`config.mk`:
```
export PLATFORM = sky130hd
export DESIGN_NAME = cps_ctrl
export DESIGN_NICKNAME = d
export VERILOG_FILES = /design/src/hdl/cps_pkg.sv /design/src/hdl/cps_ctrl.sv
export SDC_FILE = /design/constraint.sdc
export NUM_CORES = 1
export LEC_CHECK = 0
export BUFFER_PORTS_ARGS = -buffer_cell sky130_fd_sc_hd__buf_2
export CELL_PAD_IN_SITES_DETAIL_PLACEMENT = 1
export CELL_PAD_IN_SITES_GLOBAL_PLACEMENT = 1
export CORE_ASPECT_RATIO = 0.9
export CORE_MARGIN = 4
export CORE_UTILIZATION = 36
export CTS_BUF_LIST = sky130_fd_sc_hd__clkbuf_2 sky130_fd_sc_hd__clkbuf_4 sky130_fd_sc_hd__clkbuf_8
export DETAILED_ROUTE_END_ITERATION = 10
export PLACE_DENSITY = 0.84
export SYNTH_ARGS = -nofsm -noshare
export SYNTH_HDL_FRONTEND = slang
export SYNTH_SLANG_ARGS = --single-unit
```
`constraint.sdc`:
```
create_clock -name clock -period 3.6 [get_ports clock]
set_input_delay 1.08 -clock clock [delete_from_list [all_inputs] [get_ports clock]]
set_output_delay 1.08 -clock clock [all_outputs]
set_load 0.01 [all_outputs]
```
`src/hdl/cps_pkg.sv`:
```
// Shared types and codes for the convex polygon slab point test unit.
`timescale 1ns / 1ps

package cps_pkg;

   // Width of a vertex index field in a transaction
   localparam int VIDX_W = 6;

   typedef enum logic [1:0] {
      CMD_ADD_VERTEX = 2'd0,
      CMD_ADD_EDGE   = 2'd1,
      CMD_BUILD      = 2'd2,
      CMD_QUERY      = 2'd3
   } cmd_type;

   typedef enum logic [1:0] {
      ST_OK        = 2'd0,
      ST_FULL      = 2'd1,
      ST_CONFLICT  = 2'd2,
      ST_NOT_BUILT = 2'd3
   } status_type;

   typedef enum logic [4:0] {
      S_IDLE, S_DECODE, S_ADD_V, S_ADD_E,
      S_Q_START, S_Q_PROBE, S_Q_CHECK,
      S_E_EDGE, S_E_V0, S_E_V1, S_E_V2,
      S_E_MUL1, S_E_WAIT1, S_E_MUL2, S_E_WAIT2, S_E_SIGN,
      S_B_INIT, S_B_PASS, S_B_SCAN, S_B_PASS_END,
      S_B_E_RD, S_B_E_A, S_B_E_B, S_B_E_C,
      S_B_S_RD, S_B_S_CHK, S_B_T_A, S_B_T_B, S_B_T_C
   } state_type;

   typedef enum logic [4:0] {
      OP_NONE, OP_ACCEPT, OP_ADD_V, OP_ADD_E,
      OP_Q_START, OP_Q_PROBE, OP_Q_CHECK,
      OP_E_EDGE, OP_E_V0, OP_E_V1, OP_E_V2,
      OP_E_MUL1, OP_E_MUL2, OP_E_WAIT, OP_E_SIGN,
      OP_B_INIT, OP_B_PASS, OP_B_SCAN, OP_B_PASS_END,
      OP_B_E_RD, OP_B_E_A, OP_B_E_B, OP_B_E_C,
      OP_B_S_RD, OP_B_S_CHK, OP_B_T_A, OP_B_T_B, OP_B_T_C
   } op_type;

   // Controller to datapath
   typedef struct packed {
      op_type     op;
      logic       reply;
      logic       reply_inside;
      status_type reply_status;
   } ctrl_cmd_type;

   // Datapath to controller
   typedef struct packed {
      cmd_type cmd;
      logic    v_full;
      logic    e_full;
      logic    built;
      logic    in_box;
      logic    search_empty;
      logic    x_below;
      logic    x_above;
      logic    has_both;
      logic    scan_done;
      logic    best_valid;
      logic    edges_done;
      logic    edge_bad;
      logic    slabs_done;
      logic    spans;
      logic    has_top;
      logic    top_above;
      logic    top_below;
      logic    mac_busy;
      logic    sign_ok;
      logic    eval_bottom;
   } dp_status_type;

endpackage

```
`src/hdl/cps_ctrl.sv`:
```
// Controller state machine: sequences add, build and query transactions.
`timescale 1ns / 1ps

module cps_ctrl import cps_pkg::*; (
   input  logic          clock,
   input  logic          reset,
   input  logic          start,
   output logic          busy,
   input  dp_status_type status,
   output ctrl_cmd_type  cmd
);

   state_type state_ff, state_in;

   // Next state
   always_comb begin
      state_in = state_ff;
      case (state_ff)
         S_IDLE: if (start) state_in = S_DECODE;
         S_DECODE: begin
            case (status.cmd)
               CMD_ADD_VERTEX: state_in = S_ADD_V;
               CMD_ADD_EDGE:   state_in = S_ADD_E;
               CMD_BUILD:      state_in = S_B_INIT;
               default:        state_in = S_Q_START;
            endcase
         end
         S_ADD_V, S_ADD_E: state_in = S_IDLE;
         S_Q_START: state_in = (status.built && status.in_box) ? S_Q_PROBE : S_IDLE;
         S_Q_PROBE: state_in = status.search_empty ? S_IDLE : S_Q_CHECK;
         S_Q_CHECK: begin
            if (status.x_below || status.x_above) state_in = S_Q_PROBE;
            else if (status.has_both)             state_in = S_E_EDGE;
            else                                  state_in = S_IDLE;
         end
         S_E_EDGE:  state_in = S_E_V0;
         S_E_V0:    state_in = S_E_V1;
         S_E_V1:    state_in = S_E_V2;
         S_E_V2:    state_in = S_E_MUL1;
         S_E_MUL1:  state_in = S_E_WAIT1;
         S_E_WAIT1: if (!status.mac_busy) state_in = S_E_MUL2;
         S_E_MUL2:  state_in = S_E_WAIT2;
         S_E_WAIT2: if (!status.mac_busy) state_in = S_E_SIGN;
         S_E_SIGN: begin
            state_in = (status.sign_ok && !status.eval_bottom) ? S_E_EDGE : S_IDLE;
         end
         S_B_INIT: state_in = S_B_PASS;
         S_B_PASS: state_in = S_B_SCAN;
         S_B_SCAN: if (status.scan_done) state_in = S_B_PASS_END;
         S_B_PASS_END: state_in = status.best_valid ? S_B_PASS : S_B_E_RD;
         S_B_E_RD: state_in = status.edges_done ? S_IDLE : S_B_E_A;
         S_B_E_A:  state_in = status.edge_bad ? S_B_E_RD : S_B_E_B;
         S_B_E_B:  state_in = S_B_E_C;
         S_B_E_C:  state_in = S_B_S_RD;
         S_B_S_RD: state_in = status.slabs_done ? S_B_E_RD : S_B_S_CHK;
         S_B_S_CHK: begin
            state_in = (status.spans && status.has_top) ? S_B_T_A : S_B_S_RD;
         end
         S_B_T_A: state_in = S_B_T_B;
         S_B_T_B: state_in = S_B_T_C;
         S_B_T_C: begin
            state_in = (status.top_above || status.top_below) ? S_B_S_RD : S_IDLE;
         end
         default: state_in = S_IDLE;
      endcase
   end

   // Outputs: datapath operation and the result to post
   always_comb begin
      cmd.op           = OP_NONE;
      cmd.reply        = 1'b0;
      cmd.reply_inside = 1'b0;
      cmd.reply_status = ST_OK;
      case (state_ff)
         S_IDLE:   if (start) cmd.op = OP_ACCEPT;
         S_DECODE: cmd.op = OP_NONE;
         S_ADD_V: begin
            cmd.op           = OP_ADD_V;
            cmd.reply        = 1'b1;
            cmd.reply_status = status.v_full ? ST_FULL : ST_OK;
         end
         S_ADD_E: begin
            cmd.op           = OP_ADD_E;
            cmd.reply        = 1'b1;
            cmd.reply_status = status.e_full ? ST_FULL : ST_OK;
         end
         S_Q_START: begin
            cmd.op           = OP_Q_START;
            cmd.reply        = !(status.built && status.in_box);
            cmd.reply_status = status.built ? ST_OK : ST_NOT_BUILT;
         end
         S_Q_PROBE: begin
            cmd.op    = OP_Q_PROBE;
            cmd.reply = status.search_empty;
         end
         S_Q_CHECK: begin
            cmd.op    = OP_Q_CHECK;
            cmd.reply = !status.x_below && !status.x_above && !status.has_both;
         end
         S_E_EDGE:  cmd.op = OP_E_EDGE;
         S_E_V0:    cmd.op = OP_E_V0;
         S_E_V1:    cmd.op = OP_E_V1;
         S_E_V2:    cmd.op = OP_E_V2;
         S_E_MUL1:  cmd.op = OP_E_MUL1;
         S_E_MUL2:  cmd.op = OP_E_MUL2;
         S_E_WAIT1, S_E_WAIT2: cmd.op = OP_E_WAIT;
         S_E_SIGN: begin
            cmd.op           = OP_E_SIGN;
            cmd.reply        = !(status.sign_ok && !status.eval_bottom);
            cmd.reply_inside = status.sign_ok;
         end
         S_B_INIT:     cmd.op = OP_B_INIT;
         S_B_PASS:     cmd.op = OP_B_PASS;
         S_B_SCAN:     cmd.op = OP_B_SCAN;
         S_B_PASS_END: cmd.op = OP_B_PASS_END;
         S_B_E_RD: begin
            cmd.op    = OP_B_E_RD;
            cmd.reply = status.edges_done;
         end
         S_B_E_A:   cmd.op = OP_B_E_A;
         S_B_E_B:   cmd.op = OP_B_E_B;
         S_B_E_C:   cmd.op = OP_B_E_C;
         S_B_S_RD:  cmd.op = OP_B_S_RD;
         S_B_S_CHK: cmd.op = OP_B_S_CHK;
         S_B_T_A:   cmd.op = OP_B_T_A;
         S_B_T_B:   cmd.op = OP_B_T_B;
         S_B_T_C: begin
            cmd.op           = OP_B_T_C;
            cmd.reply        = !(status.top_above || status.top_below);
            cmd.reply_status = ST_CONFLICT;
         end
         default: cmd.op = OP_NONE;
      endcase
   end

   always_ff @(posedge clock) begin
      if (reset) begin
         state_ff <= S_IDLE;
      end else begin
         state_ff <= state_in;
      end
   end

   assign busy = (state_ff != S_IDLE);

endmodule

```
After elaboration in Yosys (flattened, before gate mapping) --
Cells that the tools add are included.
Storage, ports and cells: register bits 5, output and inout bits 10, logic and storage cells 80
Cells by class: eq/ne operators 34, multiplexer cells 25, reductions and logical operators 20
Operators with widths (count):
- one-hot mux 5 bit (27 select lines) | 2
- equality test 5 bit (second input constant) | 13
- equality test 5 x 4 -> 1 bit (second input constant) | 8
- 2-to-1 mux 5 bit | 6
- equality test 5 x 3 -> 1 bit (second input constant) | 4
- 2-to-1 mux 3 bit | 6
- one-hot mux 5 bit (3 select lines) | 1
- equality test 5 x 2 -> 1 bit (second input constant) | 2
- != test 2 bit (second input constant) | 4
- one-hot mux 2 bit (4 select lines) | 1
- logical NOT 1 bit | 7
- one-hot mux 1 bit (7 select lines) | 1
- 2-to-1 mux 2 bit | 3
- equality test 5 x 1 -> 1 bit (second input constant) | 1
- logical AND 1 bit | 5
- logical NOT 5 bit | 1
- nonzero test 5 bit | 1
- 2-to-1 mux 1 bit | 4
- 2-to-1 mux 4 bit | 1
- AND reduction 4 bit | 1
- OR reduction 2 bit | 2
- equality test 2 x 1 -> 1 bit (second input constant) | 1
- equality test 2 bit (second input constant) | 1
- logical NOT 2 bit | 1
- logical OR 1 bit | 2

Logic depth before layout (Yosys ltp) --
Gate-level depths: netlist of run 1.
depth in word-level cells 4, mapped depth 6, mapped depth without buffers 4

Worst setup path after synthesis of run 1 --
OpenSTA, ideal clock, no wires.
path type input to output, from input status[13] (netlist name), to output cmd[3] (netlist name), arrival time 1863 ps, data required time 2520 ps, slack 657 ps, stages on the path 2, path through or4b_1 -> o2111ai_1
RTL lines:
- start: declaration | RTL line cps_ctrl.sv:9 | input dp_status_type status,
- end: declaration | RTL line cps_ctrl.sv:10 | output ctrl_cmd_type cmd

==> metrics.md, run 1 <==
| Metric | Value |
|---|---|
| Placed Cells | `190` |
| RSZ-0062 raised after global routing | `no` |
| Overflow left after global routing | `0` |
| # resized after CTS | `0` |
| Clock buffer count from CTS | `3` |
| Hold_buf cts | `0` |
| Worst-path fanout max | `2` |
| Cell Rows | `16` |
| Synthesis-to-layout area growth | `22.4%` |
| Initial antenna violation count | `0` |
| First-pass GRT wire length | `5840 um` |
| Final Setup Violations | `0` |
| CP max-delay cell | `or3b_2` |
| Buf+Inv Stages, Crit Path | `2` |
| Largest regs | `state_ff (5)` |
| Final Critical Period | `between 3 and 4 ns` |
| Worst Tran Pin Value | `a little under 0.8 ns` |
| Clock Skew | `0.00299 ns` |
| Max Buffers Root-to-Sink | `2` |
| Ant. Diodes | `0` |
| Post-route setup TNS | `0 ns` |
| Clock Sinks | `5` |
| RR Endpoint | `state_ff[2]` |
| CP required | `2.52 ns` |
| Syn Inst Count | `roughly 140` |
| Clk slew on worst S/H paths | `roughly 0.040 ns` |
| Outcome | `completed` |
| Drc violations | `0` |
| Sink of the worst hold path | `state_ff[3]` |
| Max reg flops | `5` |
| Hold Crit Class | `flop to flop` |
| Total Wirelength | `~3500 um` |
| Reg-to-reg setup timing slack | `between 1.5 and 2 ns` |
| CTS tree | `done` |
| Total GRT Usage | `21.8%` |
| Fmax | `between 0.3 and 0.4 GHz` |
| Fin cells | `approximately 190` |
| Detailed-placement wirelength estimate | `2710 um` |
| Worst EP arrival | `about 2.1 ns` |
| WL/cell | `between 15 and 20 um` |
| Via/cell ratio | `roughly 6` |
| Remaining antenna violation count | `0` |
| Die footprint | `3370 um2` |
| Synthesized area | `between 900 and 1000 um2` |
| Crit-path cells | `buf_2 > nand2b_1 > a31oi_1 > or3b_2 > o2111ai_1 > buf_2` |
| WS Path Type | `primary input to output port` |
| Largest net degree at the start of global routing | `23` |
| Worst R2R Start | `state_ff[0]` |
| CTS root buf | `clkbuf_4` |
| Post-synth ARST share | `0%` |
| Synth cell types | `45` |
| Post-synth EDFFs | `0` |
| CTS HTree Levels | `1` |
| Final #Nets | `around 190` |
| Crit path largest cell delay | `roughly 0.47 ns` |
| Syn. warnings | `0` |
| Total power | `between 0.0002 and 0.0003 W` |
| Top reg by flops | `state_ff` |
| Latest clock arrival within the worst-skew pair | `around 0.25 ns` |
| Slew Limit Fails | `0` |
| Max-cap violation count | `0` |
| Power Dens Cells | `roughly 240 nW/um2` |
| Vias | `1,192` |
| Core area | `roughly 2300 um2` |
| First-pass DRT Iterations | `4` |
| Share of layout cells above drive strength 1 | `~29%` |
| VDD IR max | `about 0.28 mV` |
| IO buf count | `34` |
| Min-delay src | `state_ff[1]` |
| Starting density of the core | `approximately two fifths` |
| Post-synthesis sequential area ratio | `11.1%` |
| R2R cell count | `5` |
| Leakage | `around 0.44 nW` |
| CP endpoint kind | `output port` |
| Tcrit/Tclk final | `88.2%` |
| Worst slew margin | `between 40 and 50%` |
| Critical path launch point type | `primary input` |
| Primary FF master, synth | `dfxtp_1` |
| Critical path's top delay family | `simple AND/OR/NAND/NOR gates` |
| Die Y | `around 55 um` |
| Total setup buffers inserted after CTS | `0` |
| Starting DRT DRC Count | `46` |
| Vias in the first global route | `between 1,000 and 1,500` |
| Gpl congestion | `roughly 0.87` |
| I/O pin cnt | `35` |
| DIE WIDTH | `about 61 um` |
| WHS Path Cells | `2` |
| Crit path top cell by count | `buf_2` |
| Net count after synthesis | `162` |
| Seq cells post-synth | `5` |
| Fillers | `330` |
| Synth Area per Inst | `6.58 um2` |
| Hold Fails Final Rpt | `0` |
## area by class of cell
type                            instances  area [um2]  area share, %
Clock buffer                            4        30.0           2.72
Timing Repair Buffer                   39         208           18.8
Tap cell                               27        33.8           3.06
Sequential cell                         5         100           9.08
Inverter                                4        15.0           1.36
Multi-Input combinational cell        115         716           64.9
## worst min-delay path: cells and delay by family, from the launching register on
family / cells / cell delay, ns
AO/OA/AOI/OAI: 1 / 0.07
flip-flops: 1 / 0.38
AND/OR/NAND/NOR: 1 / 0.10
## cells in the mapped netlist, types with 2 or more instances
cell / instances / area (um2)
a21oi_1: 9 / 45.0
a22o_1: 2 / 17.5
a31oi_1: 6 / 37.5
and2_1: 3 / 18.8
buf_2: 11 / 55.1
dfxtp_1: 5 / 100
inv_1: 3 / 11.3
nand2_1: 13 / 48.8
nand2b_1: 10 / 62.6
nand3b_1: 2 / 15.0
nand4_1: 2 / 12.5
nor2_1: 8 / 30.0
nor2b_1: 3 / 18.8
nor3_1: 10 / 50.1
nor4_1: 2 / 12.5
nor4b_1: 2 / 17.5
o211a_1: 2 / 20.0
o211ai_1: 2 / 15.0
o21a_1: 2 / 15.0
o21ai_0: 11 / 55.1
or3_1: 2 / 12.5
or3b_2: 2 / 17.5
or4_1: 2 / 15.0
or4b_1: 2 / 20.0
## cell usage in the layout (no fill, tap or decap), types with 2 or more instances in the layout
master / count
clkbuf_4: 4
o21ai_0: 11
nor2_1: 8
nor2b_1: 3
nand2b_1: 10
buf_4: 5
o211ai_1: 2
or3b_2: 2
nand3b_1: 2
nand2_1: 13
inv_1: 3
a22o_1: 2
or3_1: 2
buf_2: 34
nor4_1: 2
nor4b_1: 2
o21a_1: 2
or4_1: 2
and2_1: 3
dfxtp_1: 5
or4b_1: 2
nor3_1: 10
a31oi_1: 6
o211a_1: 2
nand4_1: 2
a21oi_1: 9
## where the power goes
part / leakage, nW / internal, W / switching, W / total [W]
clock: 0.0184 / 0.0000496 / 0.0000252 / 0.0000748
sequential: 0.0407 / 0.0000592 / 0.0000175 / 0.0000767
combinational: 0.380 / 0.0000532 / 0.0000649 / 0.000118
total: 0.439 / 0.000162 / 0.000108 / 0.000270
## worst max path at each step
stage               startpoint      to  cells past startpoint
floorplan           status[13]  cmd[3]                      2
global placement     status[1]  cmd[3]                      6
detailed placement   status[0]  cmd[3]                      6
CTS                  status[0]  cmd[3]                      6
global route         status[0]  cmd[3]                      6
finish               status[1]  cmd[3]                      6
## cells by family (layout without fill, tap and decap cells)
kind of cell / Yosys count / count (layout) / share of synthesized area (%)
AND/OR/NAND/NOR: 65 / 65 / 40.3
AO/OA/AOI/OAI: 47 / 47 / 35.8
buffers and inverters: 17 / 47 / 9.44
flip-flops: 5 / 5 / 11.1
multiplexers: 2 / 2 / 2.36
XOR/XNOR: 1 / 1 / 0.972
## stage by stage
stage                     instance area, um2  hold WS [ns]  utilization [%]  setup slack, ns
after floorplan                          901         0.637                -            0.657
after global placement                  1070         0.583             47.0            0.462
after detailed placement                1070         0.584             47.0            0.426
after CTS                               1100         0.594             48.3            0.416
after global routing                    1100         0.651             48.3            0.357
final                                   1100         0.603             48.3            0.425
## per-layer routing
metal | GRT usage, % | wire length, um | vias to the layer above
li1 | - | - | 579
met1 | 31.8 | 1610 | 569
met2 | 34.2 | 1680 | 42
met3 | 3.26 | 175 | 2
met4 | 3.10 | 35 | 0
met5 | 0 | 0 | -
Note: power is estimated with default switching activity, not from simulation.
==> inputs of run 2 (changes only) <==
==> config.mk (replaced) <==
export PLATFORM = sky130hd
export DESIGN_NAME = cps_ctrl
export DESIGN_NICKNAME = d
export VERILOG_FILES = /design/src/hdl/cps_pkg.sv /design/src/hdl/cps_ctrl.sv
export SDC_FILE = /design/constraint.sdc
export NUM_CORES = 1
export LEC_CHECK = 0
export ABC_AREA = 1
export CELL_PAD_IN_SITES_DETAIL_PLACEMENT = 1
export CELL_PAD_IN_SITES_GLOBAL_PLACEMENT = 1
export CORE_ASPECT_RATIO = 0.9
export CORE_MARGIN = 4
export CORE_UTILIZATION = 40
export CTS_BUF_LIST = sky130_fd_sc_hd__clkbuf_2 sky130_fd_sc_hd__clkbuf_4 sky130_fd_sc_hd__clkbuf_8
export DETAILED_ROUTE_END_ITERATION = 10
export DONT_BUFFER_PORTS = 1
export PLACE_DENSITY_LB_ADDON = 0.05
export SYNTH_ARGS = -nofsm -noshare
export SYNTH_HDL_FRONTEND = slang
export SYNTH_SLANG_ARGS = --single-unit
==> metrics.md, run 2 <==
| Metric | Value |
|---|---|
| Drc violations | `0 (unchanged)` |
| Clock Skew | `0.00304 ns (was 0.00299 ns)` |
| Total setup buffers inserted after CTS | `0 (unchanged)` |
| Hold Fails Final Rpt | `0 (unchanged)` |
| Count leader, synth | `nand2_1 (unchanged)` |
| CTS tree | `done (unchanged)` |
| Total GRT Usage | `24.0% (was 21.8%)` |
| WL/cell | `16.0 um (was 18.0 um)` |
| Hold_buf cts | `0 (unchanged)` |
| Detailed-placement wirelength estimate | `2890 um (was 2710 um)` |
| Worst-path fanout max | `12 (was 2)` |
| Tcrit/Tclk final | `78.4% (was 88.2%)` |
| Final Util | `44.8% (was 48.3%)` |
| Fillers | `351 (was 330)` |
| Max-cap violation count | `0 (unchanged)` |
| Clock buffer count from CTS | `3 (unchanged)` |
| Min-delay src | `state_ff[4] (was state_ff[1])` |
| Starting DRT DRC Count | `47 (was 46)` |
| VDD IR max | `0.232 mV (was 0.276 mV)` |
| Share of layout cells above drive strength 1 | `7.94% (was 28.7%)` |
| Largest regs | `state_ff (5) (unchanged)` |
| Final Setup Violations | `0 (unchanged)` |
| Critical path launch point type | `flop (was primary input)` |
| Gpl congestion | `0.911 (was 0.869)` |
| Max reg flops | `5 (unchanged)` |
| Post-route cell area | `977 um2 (was 1100 um2)` |
| Syn. warnings | `0 (unchanged)` |
| Vias in the first global route | `1,202 (was 1,171)` |
| Most common library cells after synthesis | `nand2_1 (54), nor2_1 (35), nand3_1 (22), inv_1 (21), nand4_1 (10) (was nand2_1 (13), buf_2 (11), o21ai_0 (11), nand2b_1 (10), nor3_1 (10))` |
| Ant. Diodes | `0 (unchanged)` |
| RSZ-0062 raised after global routing | `no (unchanged)` |
| Top reg by flops | `state_ff (unchanged)` |
| R2R cell count | `8 (was 5)` |
| Primary FF master, synth | `dfxtp_1 (unchanged)` |
| Cell Rows | `16 (unchanged)` |
| Latest clock arrival within the worst-skew pair | `0.23 ns (was 0.25 ns)` |
| Clk slew on worst S/H paths | `0.04 ns (about the same)` |
| Final #Nets | `215 (was 193)` |
| Worst slew margin | `72.6% (was 48.6%)` |
| # resized after CTS | `0 (unchanged)` |
| Total Wirelength | `3470 um (was 3500 um)` |
| Worst R2R Start | `state_ff[4] (was state_ff[0])` |
| Die Y | `53.3 um (was 55.5 um)` |
| CP startpoint | `state_ff[4] (was status[1])` |
| Leakage | `0.531 nW (was 0.439 nW)` |
| Seq cells post-synth | `5 (unchanged)` |
| Initial antenna violation count | `0 (unchanged)` |
| Synth cell types | `19 (was 45)` |
| WHS Path Cells | `4 (was 2)` |
| Fmax | `0.354 GHz (was 0.315 GHz)` |
| Largest net degree at the start of global routing | `13 (was 23)` |
| CTS root buf | `clkbuf_4 (unchanged)` |
| Power Dens Cells | `256 nW/um2 (was 245 nW/um2)` |
| IO buf count | `0 (was 34)` |
| Synthesis-to-layout area growth | `6.99% (was 22.4%)` |
| Synth area leaders | `nand2_1 (22%), nor2_1 (14%), nand3_1 (12%) (was dfxtp_1 (11%), nand2b_1 (6.9%), buf_2 (6.1%))` |
| First-pass GRT wire length | `5700 um (was 5840 um)` |
| Vias | `1,251 (was 1,192)` |
| Top cell type's share of synthesized area | `22.2% (was 11.1%)` |
| Synthesized area | `913 um2 (was 901 um2)` |
| WS Path Type | `flop to output port (was primary input to output port)` |
| Post-synthesis sequential area ratio | `11.0% (was 11.1%)` |
| Via/cell ratio | `5.79 (was 6.14)` |
| Clock Sinks | `5 (unchanged)` |
| Synth Area per Inst | `4.91 um2 (was 6.58 um2)` |
| CP required | `2.52 ns (about the same)` |
| I/O pin cnt | `35 (unchanged)` |
| Area leader, netlist | `nand2_1 (was dfxtp_1)` |
| Overflow left after global routing | `0 (unchanged)` |
| Post-route setup TNS | `0 ns (unchanged)` |
| Worst Tran Pin Value | `0.410 ns (was 0.769 ns)` |
| Slew Limit Fails | `0 (unchanged)` |
| Core area | `2180 um2 (was 2280 um2)` |
| DIE WIDTH | `58.4 um (was 60.7 um)` |
| Starting density of the core | `41.9% (was 39.5%)` |
| Max Buffers Root-to-Sink | `2 (unchanged)` |
| Net count after synthesis | `211 (was 162)` |
| Final Critical Period | `2.82 ns (was 3.18 ns)` |
| Most frequent cells in the layout | `nand2_1 (54), nor2_1 (35), nand3_1 (22) (was buf_2 (34), nand2_1 (13), o21ai_0 (11))` |
| Remaining antenna violation count | `0 (unchanged)` |
| CTS HTree Levels | `1 (unchanged)` |
| Commonest non-fill, non-tap cell in the layout | `nand2_1 (was buf_2)` |
| Worst EP arrival | `1.74 ns (was 2.10 ns)` |
| Hold Crit Class | `flop to flop (unchanged)` |
| Die footprint | `3110 um2 (was 3370 um2)` |
| Post-synth EDFFs | `0 (unchanged)` |
| Outcome | `completed (unchanged)` |
| Syn Inst Count | `186 (was 137)` |
| Cell Area, Placed | `947 um2 (was 1070 um2)` |
| Post-synth ARST share | `0% (unchanged)` |
| CP endpoint kind | `output port (unchanged)` |
| First-pass DRT Iterations | `4 (unchanged)` |
-- run 2: changes by cell type after synthesis, sizes merged, moves of 5 or more --
cell    before  now
a21oi        9    3
nand2b      10    0
buf         13    3
a31oi        6    1
nor2         8   41
nand2       13   54
nand3        1   22
inv          4   23
nand4        2   10
-- run 2: where the power goes --
part,internal (W),switching [W]
clock,0.0000491,0.0000187
combinational,0.0000299,0.0000854
sequential,0.0000604,0.00000652
-- run 2: worst paths after layout --
check	to	slack, ns
worst max-delay path	cmd[7]	0.78
worst min-delay path	state_ff[1]	0.80
worst max register to register	state_ff[4]	1.99
worst min register to register	state_ff[1]	0.80
-- run 2: critical path, cell delays in order (launching register included) --
cell	delay [ns]
dfxtp_1	0.39
buf_4	0.24
inv_2	0.11
nand2_1	0.10
nand2_1	0.09
nand2_1	0.09
o21ai_0	0.12
nor2_1	0.16
nand4_1	0.19
-- run 2: through the flow --
step	setup WS (ns)	hold slack (ns)	power, W	std cells
detailed placement	0.870	0.782	0.000183	212
global placement	0.883	0.777	0.000179	212
CTS	0.816	0.794	0.000252	216
floorplan	0.941	0.713	0.000154	186
global route	0.615	0.864	0.000272	216
finish	0.776	0.798	0.000250	216
-- run 2: logic make-up after synthesis --
group | Yosys count | synth area share (%)
AOI/OAI and AO/OA | 18 | 11.1
and+or+nand+nor | 137 | 66.8
buffers and inverters | 26 | 11.1
DFF | 5 | 11.0
-- run 2: layout make-up --
| cell class | instances | area (um2) | area share, % |
|---|---|---|---|
| clock buffers | 4 | 30.0 | 3.07 |
| inverters | 23 | 86.3 | 8.83 |
| multi-input cells | 155 | 712 | 72.9 |
| flip-flops and latches | 5 | 100 | 10.2 |
| well taps | 27 | 33.8 | 3.46 |
| repair buffers | 2 | 15.0 | 1.54 |
-- run 2: per-layer routing --
metal | GRT usage [%] | vias up | part of all wire (%)
met4 | 7.34 | 0 | 1.2
met2 | 39.8 | 49 | 47
met3 | 3.41 | 4 | 5.9
li1 | - | 620 | -
met5 | 0 | - | 0
met1 | 31.7 | 578 | 46
